$ cat config.mk
export PLATFORM = sky130hd
export DESIGN_NAME = grid_junction_classifier
export DESIGN_NICKNAME = d
export VERILOG_FILES = /design/src/sv/gjc_pkg.sv /design/src/sv/gjc_line_mem.sv /design/src/sv/gjc_window.sv /design/src/sv/gjc_count.sv /design/src/sv/grid_junction_classifier.sv
export SDC_FILE = /design/constraint.sdc
export NUM_CORES = 1
export LEC_CHECK = 0
export ABC_CLOCK_PERIOD_IN_PS = 8000
export BUFFER_PORTS_ARGS = -buffer_cell sky130_fd_sc_hd__buf_2
export CELL_PAD_IN_SITES_DETAIL_PLACEMENT = 1
export CELL_PAD_IN_SITES_GLOBAL_PLACEMENT = 2
export CORE_AREA = 3 3 210 212
export DETAILED_ROUTE_END_ITERATION = 12
export DIE_AREA = 0 0 213 215
export GPL_ROUTABILITY_DRIVEN = 0
export PLACE_DENSITY_LB_ADDON = 0.1
export SETUP_SLACK_MARGIN = 0.05
export SLEW_MARGIN = 20
export SYNTH_ARGS = -nofsm -noshare
export SYNTH_HDL_FRONTEND = slang
export SYNTH_SLANG_ARGS = --single-unit
$ cat constraint.sdc
create_clock -name clk -period 8 [get_ports clk]
set_input_delay 1.6 -clock clk [delete_from_list [all_inputs] [get_ports clk]]
set_output_delay 1.6 -clock clk [all_outputs]
set_load 0.1 [all_outputs]
$ cat src/sv/gjc_pkg.sv
package gjc_pkg;

  // frame size limits
  localparam int MAX_WIDTH  = 128;
  localparam int MAX_HEIGHT = 128;

  // column and row position widths
  localparam int COL_W = $clog2(MAX_WIDTH);
  localparam int ROW_W = $clog2(MAX_HEIGHT);

  // widths that can hold the frame size itself
  localparam int WID_W = $clog2(MAX_WIDTH + 1);
  localparam int HGT_W = $clog2(MAX_HEIGHT + 1);

  // configuration data width and reset sizes
  localparam int CFG_W           = 8;
  localparam int GRID_WIDTH_RST  = 100;
  localparam int GRID_HEIGHT_RST = 100;

  // class counters
  localparam int CNT_W   = 15;
  localparam int NUM_CLS = 4;
  localparam int INC_W   = 2;

  // class slots
  localparam int CLS_CROSS = 0;
  localparam int CLS_TEE   = 1;
  localparam int CLS_TURN  = 2;
  localparam int CLS_DEAD  = 3;

  // configuration register indexes
  typedef enum logic [0:0] {
    REG_GRID_WIDTH  = 1'b0,
    REG_GRID_HEIGHT = 1'b1
  } cfg_reg_t;

  typedef logic [NUM_CLS-1:0] cls_vec_t;
  typedef logic [CNT_W-1:0]   cnt_t;

  // per-request class increments from the scan stage
  typedef struct packed {
    logic                          valid;
    logic                          last;
    logic [NUM_CLS-1:0][INC_W-1:0] inc;
  } gjc_inc_t;

endpackage

$ cat src/sv/gjc_line_mem.sv
module gjc_line_mem
  import gjc_pkg::*;
(
  input  logic             clk,
  input  logic             wr_en,
  input  logic [COL_W-1:0] wr_addr,
  input  logic [1:0]       wr_data,
  input  logic             rd_en,
  input  logic [COL_W-1:0] rd_addr,
  output logic [1:0]       rd_data_r
);

  // bit0 last row seen in the column, bit1 the row above it
  logic [1:0] line_mem [MAX_WIDTH];

  // write port
  always_ff @(posedge clk) begin
    if (wr_en) begin
      line_mem[wr_addr] <= wr_data;
    end
  end

  // registered read, write-first on the same address
  always_ff @(posedge clk) begin
    if (rd_en) begin
      if (wr_en && (wr_addr == rd_addr)) begin
        rd_data_r <= wr_data;
      end else begin
        rd_data_r <= line_mem[rd_addr];
      end
    end
  end

endmodule

$ cat src/sv/gjc_window.sv
module gjc_window
  import gjc_pkg::*;
(
  input  logic             clk,
  input  logic             rst_n,
  input  logic             cfg_we,
  input  cfg_reg_t         cfg_addr,
  input  logic [CFG_W-1:0] cfg_wdata,
  input  logic             in_tvalid,
  output logic             in_tready,
  input  logic             in_pixel,
  input  logic             out_busy,
  output logic             mem_wr_en,
  output logic [COL_W-1:0] mem_wr_addr,
  output logic [1:0]       mem_wr_data,
  output logic             mem_rd_en,
  output logic [COL_W-1:0] mem_rd_addr,
  input  logic [1:0]       mem_rd_data,
  output gjc_inc_t         inc_r
);

  localparam int SZ_W = 16;

  logic [WID_W-1:0] width_r;
  logic [HGT_W-1:0] height_r;
  logic [COL_W-1:0] col_r;
  logic [ROW_W-1:0] row_r;
  logic [1:0]       cur_r;      // line entry of the current column
  logic             up_left_r;  // previous row, one column to the left
  logic             p1_r;       // current row, one column to the left
  logic             p2_r;       // current row, two columns to the left

  logic             accept;
  logic             col_last;
  logic             row_last;
  logic             frame_last;
  logic             right_up;
  cls_vec_t         cls_above;
  cls_vec_t         cls_prev;
  cls_vec_t         cls_cur;
  logic [NUM_CLS-1:0][INC_W-1:0] inc_nxt;
  logic [WID_W:0]   ahead_sum;

  function automatic logic [SZ_W-1:0] clamp_size(logic [CFG_W-1:0] v, int unsigned maxv);
    logic [SZ_W-1:0] res;
    if (v < CFG_W'(2)) begin
      res = SZ_W'(2);
    end else if (32'(v) > maxv) begin
      res = SZ_W'(maxv);
    end else begin
      res = SZ_W'(v);
    end
    return res;
  endfunction

  function automatic cls_vec_t classify(logic up, logic down, logic left, logic right);
    logic [2:0] n;
    cls_vec_t   res;
    n   = 3'(up) + 3'(down) + 3'(left) + 3'(right);
    res = '0;
    case (n)
      3'd4: res[CLS_CROSS] = 1'b1;
      3'd3: res[CLS_TEE]   = 1'b1;
      3'd2: res[CLS_TURN]  = !(up && down) && !(left && right);
      3'd1: res[CLS_DEAD]  = 1'b1;
      default: res = '0;
    endcase
    return res;
  endfunction

  // scan position
  assign col_last   = (WID_W'(col_r) == width_r - WID_W'(1));
  assign row_last   = (HGT_W'(row_r) == height_r - HGT_W'(1));
  assign frame_last = col_last && row_last;

  // hold the frame's last pixel while the previous result waits
  assign in_tready = !(frame_last && out_busy);
  assign accept    = in_tvalid && in_tready;

  // cell above the incoming pixel
  assign right_up  = !col_last && mem_rd_data[0];
  assign cls_above = ((row_r != '0) && cur_r[0])
                   ? classify((row_r >= ROW_W'(2)) && cur_r[1], in_pixel, up_left_r, right_up)
                   : '0;

  // last row: left neighbour of the pixel, and the pixel itself at row end
  assign cls_prev = (row_last && (col_r != '0) && p1_r)
                  ? classify(up_left_r, 1'b0, p2_r, in_pixel) : '0;
  assign cls_cur  = (frame_last && in_pixel)
                  ? classify(cur_r[0], 1'b0, p1_r, 1'b0) : '0;

  // per-class increments
  always_comb begin
    for (int k = 0; k < NUM_CLS; k++) begin
      inc_nxt[k] = INC_W'(cls_above[k]) + INC_W'(cls_prev[k]) + INC_W'(cls_cur[k]);
    end
  end

  // prefetch two columns ahead, wrapping into the next row
  always_comb begin
    ahead_sum = (WID_W + 1)'(col_r) + (WID_W + 1)'(2);
    if (ahead_sum >= (WID_W + 1)'(width_r)) begin
      ahead_sum = ahead_sum - (WID_W + 1)'(width_r);
    end
  end

  // line memory requests
  assign mem_wr_en   = accept;
  assign mem_wr_addr = col_r;
  assign mem_wr_data = {cur_r[0], in_pixel};
  assign mem_rd_en   = accept;
  assign mem_rd_addr = COL_W'(ahead_sum);

  // size registers, scan position and neighbour window
  always_ff @(posedge clk) begin
    if (!rst_n) begin
      width_r   <= WID_W'(clamp_size(CFG_W'(GRID_WIDTH_RST), MAX_WIDTH));
      height_r  <= HGT_W'(clamp_size(CFG_W'(GRID_HEIGHT_RST), MAX_HEIGHT));
      col_r     <= '0;
      row_r     <= '0;
      up_left_r <= 1'b0;
      p1_r      <= 1'b0;
      p2_r      <= 1'b0;
      inc_r     <= '0;
    end else if (cfg_we) begin
      case (cfg_addr)
        REG_GRID_WIDTH:  width_r  <= WID_W'(clamp_size(cfg_wdata, MAX_WIDTH));
        REG_GRID_HEIGHT: height_r <= HGT_W'(clamp_size(cfg_wdata, MAX_HEIGHT));
        default: ;
      endcase
      col_r     <= '0;
      row_r     <= '0;
      up_left_r <= 1'b0;
      p1_r      <= 1'b0;
      p2_r      <= 1'b0;
      inc_r     <= '0;
    end else begin
      inc_r.valid <= accept;
      inc_r.last  <= frame_last;
      inc_r.inc   <= inc_nxt;
      if (accept) begin
        cur_r <= mem_rd_data;
        if (col_last) begin
          col_r     <= '0;
          row_r     <= row_last ? '0 : row_r + ROW_W'(1);
          up_left_r <= 1'b0;
          p1_r      <= 1'b0;
          p2_r      <= 1'b0;
        end else begin
          col_r     <= col_r + COL_W'(1);
          up_left_r <= cur_r[0];
          p1_r      <= in_pixel;
          p2_r      <= p1_r;
        end
      end
    end
  end

  // frame end returns the scan to the origin
  assert property (@(posedge clk) disable iff (!rst_n)
    accept && frame_last |=> (col_r == '0) && (row_r == '0))
    else $error("scan did not return to origin after frame end");

  // scan position stays inside the frame
  assert property (@(posedge clk) disable iff (!rst_n)
    (WID_W'(col_r) < width_r) && (HGT_W'(row_r) < height_r))
    else $error("scan position outside frame");

endmodule

$ cat src/sv/gjc_count.sv
module gjc_count
  import gjc_pkg::*;
(
  input  logic     clk,
  input  logic     rst_n,
  input  logic     clear,
  input  gjc_inc_t inc,
  input  logic     out_tready,
  output logic     out_valid_r,
  output cnt_t     out_cnt_r [NUM_CLS],
  output logic     out_busy
);

  cnt_t cnt_r   [NUM_CLS];
  cnt_t sum_nxt [NUM_CLS];

  assign out_busy = out_valid_r && !out_tready;

  // saturating add of the increments
  always_comb begin
    for (int k = 0; k < NUM_CLS; k++) begin
      logic [CNT_W:0] s;
      s = {1'b0, cnt_r[k]} + (CNT_W + 1)'(inc.inc[k]);
      sum_nxt[k] = s[CNT_W] ? '1 : s[CNT_W-1:0];
    end
  end

  // class counters and result register
  always_ff @(posedge clk) begin
    if (!rst_n) begin
      out_valid_r <= 1'b0;
      for (int k = 0; k < NUM_CLS; k++) begin
        cnt_r[k] <= '0;
      end
    end else begin
      // a new frame result wins over the handshake that retires the old one
      if (inc.valid && inc.last && !clear) begin
        out_valid_r <= 1'b1;
      end else if (out_valid_r && out_tready) begin
        out_valid_r <= 1'b0;
      end
      if (clear) begin
        for (int k = 0; k < NUM_CLS; k++) begin
          cnt_r[k] <= '0;
        end
      end else if (inc.valid) begin
        if (inc.last) begin
          for (int k = 0; k < NUM_CLS; k++) begin
            out_cnt_r[k] <= sum_nxt[k];
            cnt_r[k]     <= '0;
          end
        end else begin
          for (int k = 0; k < NUM_CLS; k++) begin
            cnt_r[k] <= sum_nxt[k];
          end
        end
      end
    end
  end

  // a frame result never lands on one still waiting
  assert property (@(posedge clk) disable iff (!rst_n)
    inc.valid && inc.last && !clear |-> !out_valid_r || out_tready)
    else $error("frame result overwrote a pending result");

  // frame end always produces a result
  assert property (@(posedge clk) disable iff (!rst_n)
    inc.valid && inc.last && !clear |=> out_valid_r)
    else $error("frame end without result");

endmodule

$ cat src/sv/grid_junction_classifier.sv
// Junction classifier for a binary road map streamed one pixel per request in
// raster order, grid_width columns by grid_height rows (each clamped to 2..128).
// Every road cell counts its road 4-neighbours (outside the grid is empty) and
// is tallied as crossing, T-junction, perpendicular turn or dead end. One pixel
// is accepted per clock; each pixel costs one write and one read of the
// single-port-pair line memory, which fixes that rate. The frame's four counts
// leave as one result via the increment and result registers once the last pixel
// is accepted, and the counters restart for the next frame. The input stalls only
// on a frame's last pixel while the previous frame's result waits. Writing either
// size register restarts the frame. The line memory needs no clearing after reset.
module grid_junction_classifier
  import gjc_pkg::*;
(
  input  logic             clk,
  input  logic             rst_n,
  input  logic             cfg_we,
  input  logic [0:0]       cfg_addr,
  input  logic [CFG_W-1:0] cfg_wdata,
  input  logic             in_tvalid,
  output logic             in_tready,
  input  logic [7:0]       in_tdata,   // [0] pixel
  output logic             out_tvalid,
  input  logic             out_tready,
  output logic [63:0]      out_tdata   // [14:0] crossings, [29:15] t_junctions,
                                       // [44:30] turns, [59:45] dead_ends
);

  logic             mem_wr_en;
  logic [COL_W-1:0] mem_wr_addr;
  logic [1:0]       mem_wr_data;
  logic             mem_rd_en;
  logic [COL_W-1:0] mem_rd_addr;
  logic [1:0]       mem_rd_data;
  gjc_inc_t         inc;
  logic             out_busy;
  cnt_t             out_cnt [NUM_CLS];

  // line store
  gjc_line_mem u_line_mem (
    .clk       (clk),
    .wr_en     (mem_wr_en),
    .wr_addr   (mem_wr_addr),
    .wr_data   (mem_wr_data),
    .rd_en     (mem_rd_en),
    .rd_addr   (mem_rd_addr),
    .rd_data_r (mem_rd_data)
  );

  // scan, neighbour window and classification
  gjc_window u_window (
    .clk         (clk),
    .rst_n       (rst_n),
    .cfg_we      (cfg_we),
    .cfg_addr    (cfg_reg_t'(cfg_addr)),
    .cfg_wdata   (cfg_wdata),
    .in_tvalid   (in_tvalid),
    .in_tready   (in_tready),
    .in_pixel    (in_tdata[0]),
    .out_busy    (out_busy),
    .mem_wr_en   (mem_wr_en),
    .mem_wr_addr (mem_wr_addr),
    .mem_wr_data (mem_wr_data),
    .mem_rd_en   (mem_rd_en),
    .mem_rd_addr (mem_rd_addr),
    .mem_rd_data (mem_rd_data),
    .inc_r       (inc)
  );

  // class counters and result register
  gjc_count u_count (
    .clk         (clk),
    .rst_n       (rst_n),
    .clear       (cfg_we),
    .inc         (inc),
    .out_tready  (out_tready),
    .out_valid_r (out_tvalid),
    .out_cnt_r   (out_cnt),
    .out_busy    (out_busy)
  );

  // result packing
  assign out_tdata = {4'b0000, out_cnt[CLS_DEAD], out_cnt[CLS_TURN],
                      out_cnt[CLS_TEE], out_cnt[CLS_CROSS]};

endmodule

==> summary.md <==
| Metric | Value |
|---|---|
| Number of global-route vias before repair | `~14,000` |
| Root Driver | `clkbuf_16` |
| Arrival @ worst endpoint | `approximately 5.8 ns` |
| Pins Over Slew Limit | `0` |
| FF-to-FF path depth | `16` |
| All-Layer GR Usage | `0.208` |
| Area post-placement | `20,400 sq um` |
| MaxCap Viol Count | `0` |
| Nets | `1,769` |
| Worst Path Required | `just over 8 ns` |
| Hold/Removal Path Class | `reg -> reg` |
| Fmax | `183 MHz` |
| CTS tree | `yes` |
| Run status | `completed` |
| Post-synthesis simple-gate area fraction | `0.160` |
| Placeable Area | `around 42,000 sq um` |
| Initial antenna violation count | `0` |
| R2R Setup Slk | `between 2 and 3 ns` |
| Reg2reg start | `u_window.mem_wr_addr[5]` |
| GRT overflow | `0` |
| Share of layout cells above drive strength 1 | `0.129` |
| Number of placement rows | `75` |
| Bufs on Longest Clock Path | `3` |
| CTS sink count | `roughly 420` |
| PnR worst setup slack | `between 2 and 3 ns` |
| Drt total wl | `between 40,000 and 50,000 microns` |
| Die H | `215 microns` |
| Tmin final | `between 5 and 6 ns` |
| Post-Syn Area | `19,500 sq um` |
| Post-synthesis adder-cell area fraction | `0.0327` |
| FF-to-FF End | `u_line_mem.rd_data_r[0]` |
| Vias | `about 13,000` |
| Post-DP HPWL | `between 20,000 and 30,000 microns` |
| Largest family of logic cells by synthesized area | `simple AND/OR/NAND/NOR gates` |
| Place WS | `roughly 2.5 ns` |
| Final hold viol count | `0` |
| Starting Density | `0.463` |
| Met1 Use GR | `0.262` |
| Slew @ Worst Pin | `~1.2 ns` |
| Most frequent cells in the layout | `edfxtp_1, nor2_1, nand2_1, a21oi_1, buf_2` |
| Max Clock Skew | `approximately 0.016 ns` |
| CTS-repair resized insts | `0` |
| Synth warn | `0` |
| DRT iter0 DRCs | `roughly 760` |
| Die area | `roughly 46,000 sq um` |
| Fin crit share | `0.684` |
| Asr flop ratio synth | `0` |
| Clk Latency, worst-skew pair | `0.57 ns` |
| Cell area after layout | `~22,000 sq um` |
| Post-Synth XOR/XNOR Area | `0.0364` |
| WHS Endpoint | `u_window.cur_r[1]` |
| Startpoint Class | `register` |
| Drt pass-1 iters | `5` |
| GR peak layer | `met2` |
| Mux share of post-synthesis cell area | `0.0461` |
| ANT nets after route | `0` |
| Crit path capture type | `register` |
| DR DRC count | `0` |
| Largest net degree at the start of global routing | `about 120` |
| Met2 GRT Util | `0.367` |
| Inserted Diodes | `0` |
| Grt met3 use | `0.0308` |
| Worst-path clk slew | `about 0.060 ns` |
| Commonest non-fill, non-tap cell in the layout | `edfxtp_1` |
| Cts hold-fix bufs | `0` |
| Syn Inst Count | `1,631` |
| Die Span X | `between 200 and 250 microns` |
| Critical path peak fanout | `53` |
| Static Leakage | `just under 8 nW` |
| Peak VDD IR | `between 150 and 200 uV` |
| # setup viols final | `0` |
| Area Overhead vs Synth | `11.9%` |
| Kind of critical path | `reg -> reg` |
| Vias per cell | `approximately 5.6` |
| Average wire per standard cell | `roughly 21 microns` |
| Fin Setup TNS | `0 ns` |
| Register area share after synthesis | `0.630` |
| Pwr Density | `around 210 nW/um^2` |
| FF+latch count, synth | `about 420` |
| First-pass GRT wire length | `about 75,000 microns` |
| EDFF count, synth | `380` |
| IO Port Bufs | `76` |
| Hold Path Origin | `u_line_mem.rd_data_r[1]` |
| Unrepaired setup endpoints after global routing | `false` |
| Postcts setup bufs | `0` |
| Hold Path Depth | `0` |
| # IOs | `88` |
| CTS Buf Count | `46` |
| Ys flop type | `edfxtp_1` |
| H-tree depth | `2` |
| Max_slew headroom | `0.211` |
| Distinct cells, synth | `between 60 and 70` |
| Syn_area_per_cell | `~12 sq um` |
| Synth Area in Compound Gates | `0.0668` |
-- per-stage QoR --
step / hold WS (ns) / instances / total power, mW / util
floorplan: 0.400 / 1634 / 2.63 / -
global placement: 0.412 / 2193 / 2.69 / 0.484
detailed placement: 0.426 / 2193 / 2.70 / 0.484
CTS: 0.442 / 2276 / 4.74 / 0.518
global route: 0.454 / 2276 / 4.86 / 0.518
finish: 0.447 / 2276 / 4.69 / 0.518
-- state kept, by name, summed over array words and instances, names as in the netlist --
signal,count
u_count.cnt_r,60
u_count.out_cnt_r,60
u_count.out_valid_r,1
u_line_mem.line_mem,256
u_line_mem.rd_data_r,2
u_window.cur_r,2
u_window.height_r,8
u_window.inc_r,10
u_window.mem_wr_addr,7
u_window.p1_r,1
u_window.p2_r,1
u_window.row_r,7
u_window.up_left_r,1
u_window.width_r,8
-- kinds of logic (layout without fill, tap and decap cells) --
group                      Yosys count  after routing
and+or+nand+nor                    673            673
AOI/OAI and AO/OA                  208            208
DFF                                424            424
muxes                               84             84
buffers and inverters              115            218
adders and majority gates           45             45
xor gates and xnor gates            81             81
other                                1              4
-- power breakdown --
part | total [mW] | leakage (nW) | switching [mW] | internal, mW
Sequential | 2.45 | 3.91 | 0.0229 | 2.43
Clock | 2.04 | 0.716 | 0.858 | 1.18
Combinational | 0.200 | 3.30 | 0.133 | 0.0670
Total | 4.69 | 7.93 | 1.01 | 3.68
-- area by class of cell --
type / instances / area (sq um)
Clock buffer: 62 / 1320
Tap cell: 539 / 674
Sequential cell: 424 / 12300
Fill cell: 4372 / 20300
Clock inverter: 21 / 128
Inverter: 38 / 143
Timing Repair Buffer: 97 / 561
Multi-Input combinational cell: 1095 / 6720
-- layer usage --
layer | up-vias | share of wire
li1 | 6026 | -
met5 | - | 0
met4 | 0 | 0.030
met2 | 239 | 0.50
met1 | 6340 | 0.43
met3 | 97 | 0.041
-- cell usage after synthesis (9+ instances only) --
library cell / n / area, sq um
a21oi_1: 88 / 440
and2_1: 13 / 81.3
and3_1: 18 / 113
and4b_1: 12 / 120
buf_2: 25 / 125
buf_4: 15 / 113
clkbuf_1: 33 / 124
dfxtp_1: 44 / 881
edfxtp_1: 380 / 11400
fa_1: 10 / 200
ha_1: 35 / 438
inv_1: 36 / 135
mux2_2: 37 / 417
mux2i_1: 46 / 460
nand2_1: 158 / 593
nand2b_1: 19 / 119
nand3_1: 46 / 230
nand3b_1: 9 / 67.6
nand4_1: 11 / 68.8
nor2_1: 285 / 1070
nor2b_1: 28 / 175
nor3_1: 25 / 125
nor4_1: 15 / 93.8
o211ai_1: 11 / 82.6
o21ai_0: 14 / 70.1
o22ai_1: 47 / 294
xnor2_1: 38 / 333
xor2_1: 43 / 377
-- worst max-delay path, cell delays in order, from the launching register on --
cell and delay [ns]:
dfxtp_1 0.62, and2_1 0.39, nand3_1 0.34, nor2_1 0.26, ha_1 0.28, a21oi_1 0.20
o21a_1 0.21, nand2_1 0.12, o211ai_4 0.72, buf_12 0.36, mux2i_1 0.24, o22ai_1 0.11
or4_1 0.58, nand3_1 0.18, o32ai_1 0.11, o211ai_1 0.26, o2111ai_1 0.16
-- how the worst max path moves through the flow --
stage                                  startpoint                 endpoint  slack, ns  cells after the start
after global routing      u_window.mem_wr_addr[5]  u_line_mem.rd_data_r[0]       2.21                     16
after floorplan                       in_tdata[0]        u_window.inc_r[4]       3.76                      7
after detailed placement  u_window.mem_wr_addr[1]  u_line_mem.rd_data_r[0]       2.51                     14
after CTS                 u_window.mem_wr_addr[1]  u_line_mem.rd_data_r[0]       2.49                     14
after global placement    u_window.mem_wr_addr[5]  u_line_mem.rd_data_r[0]       2.59                     16
final                     u_window.mem_wr_addr[5]  u_line_mem.rd_data_r[0]       2.53                     16
No activity file was read; power rests on OpenSTA's default activity.
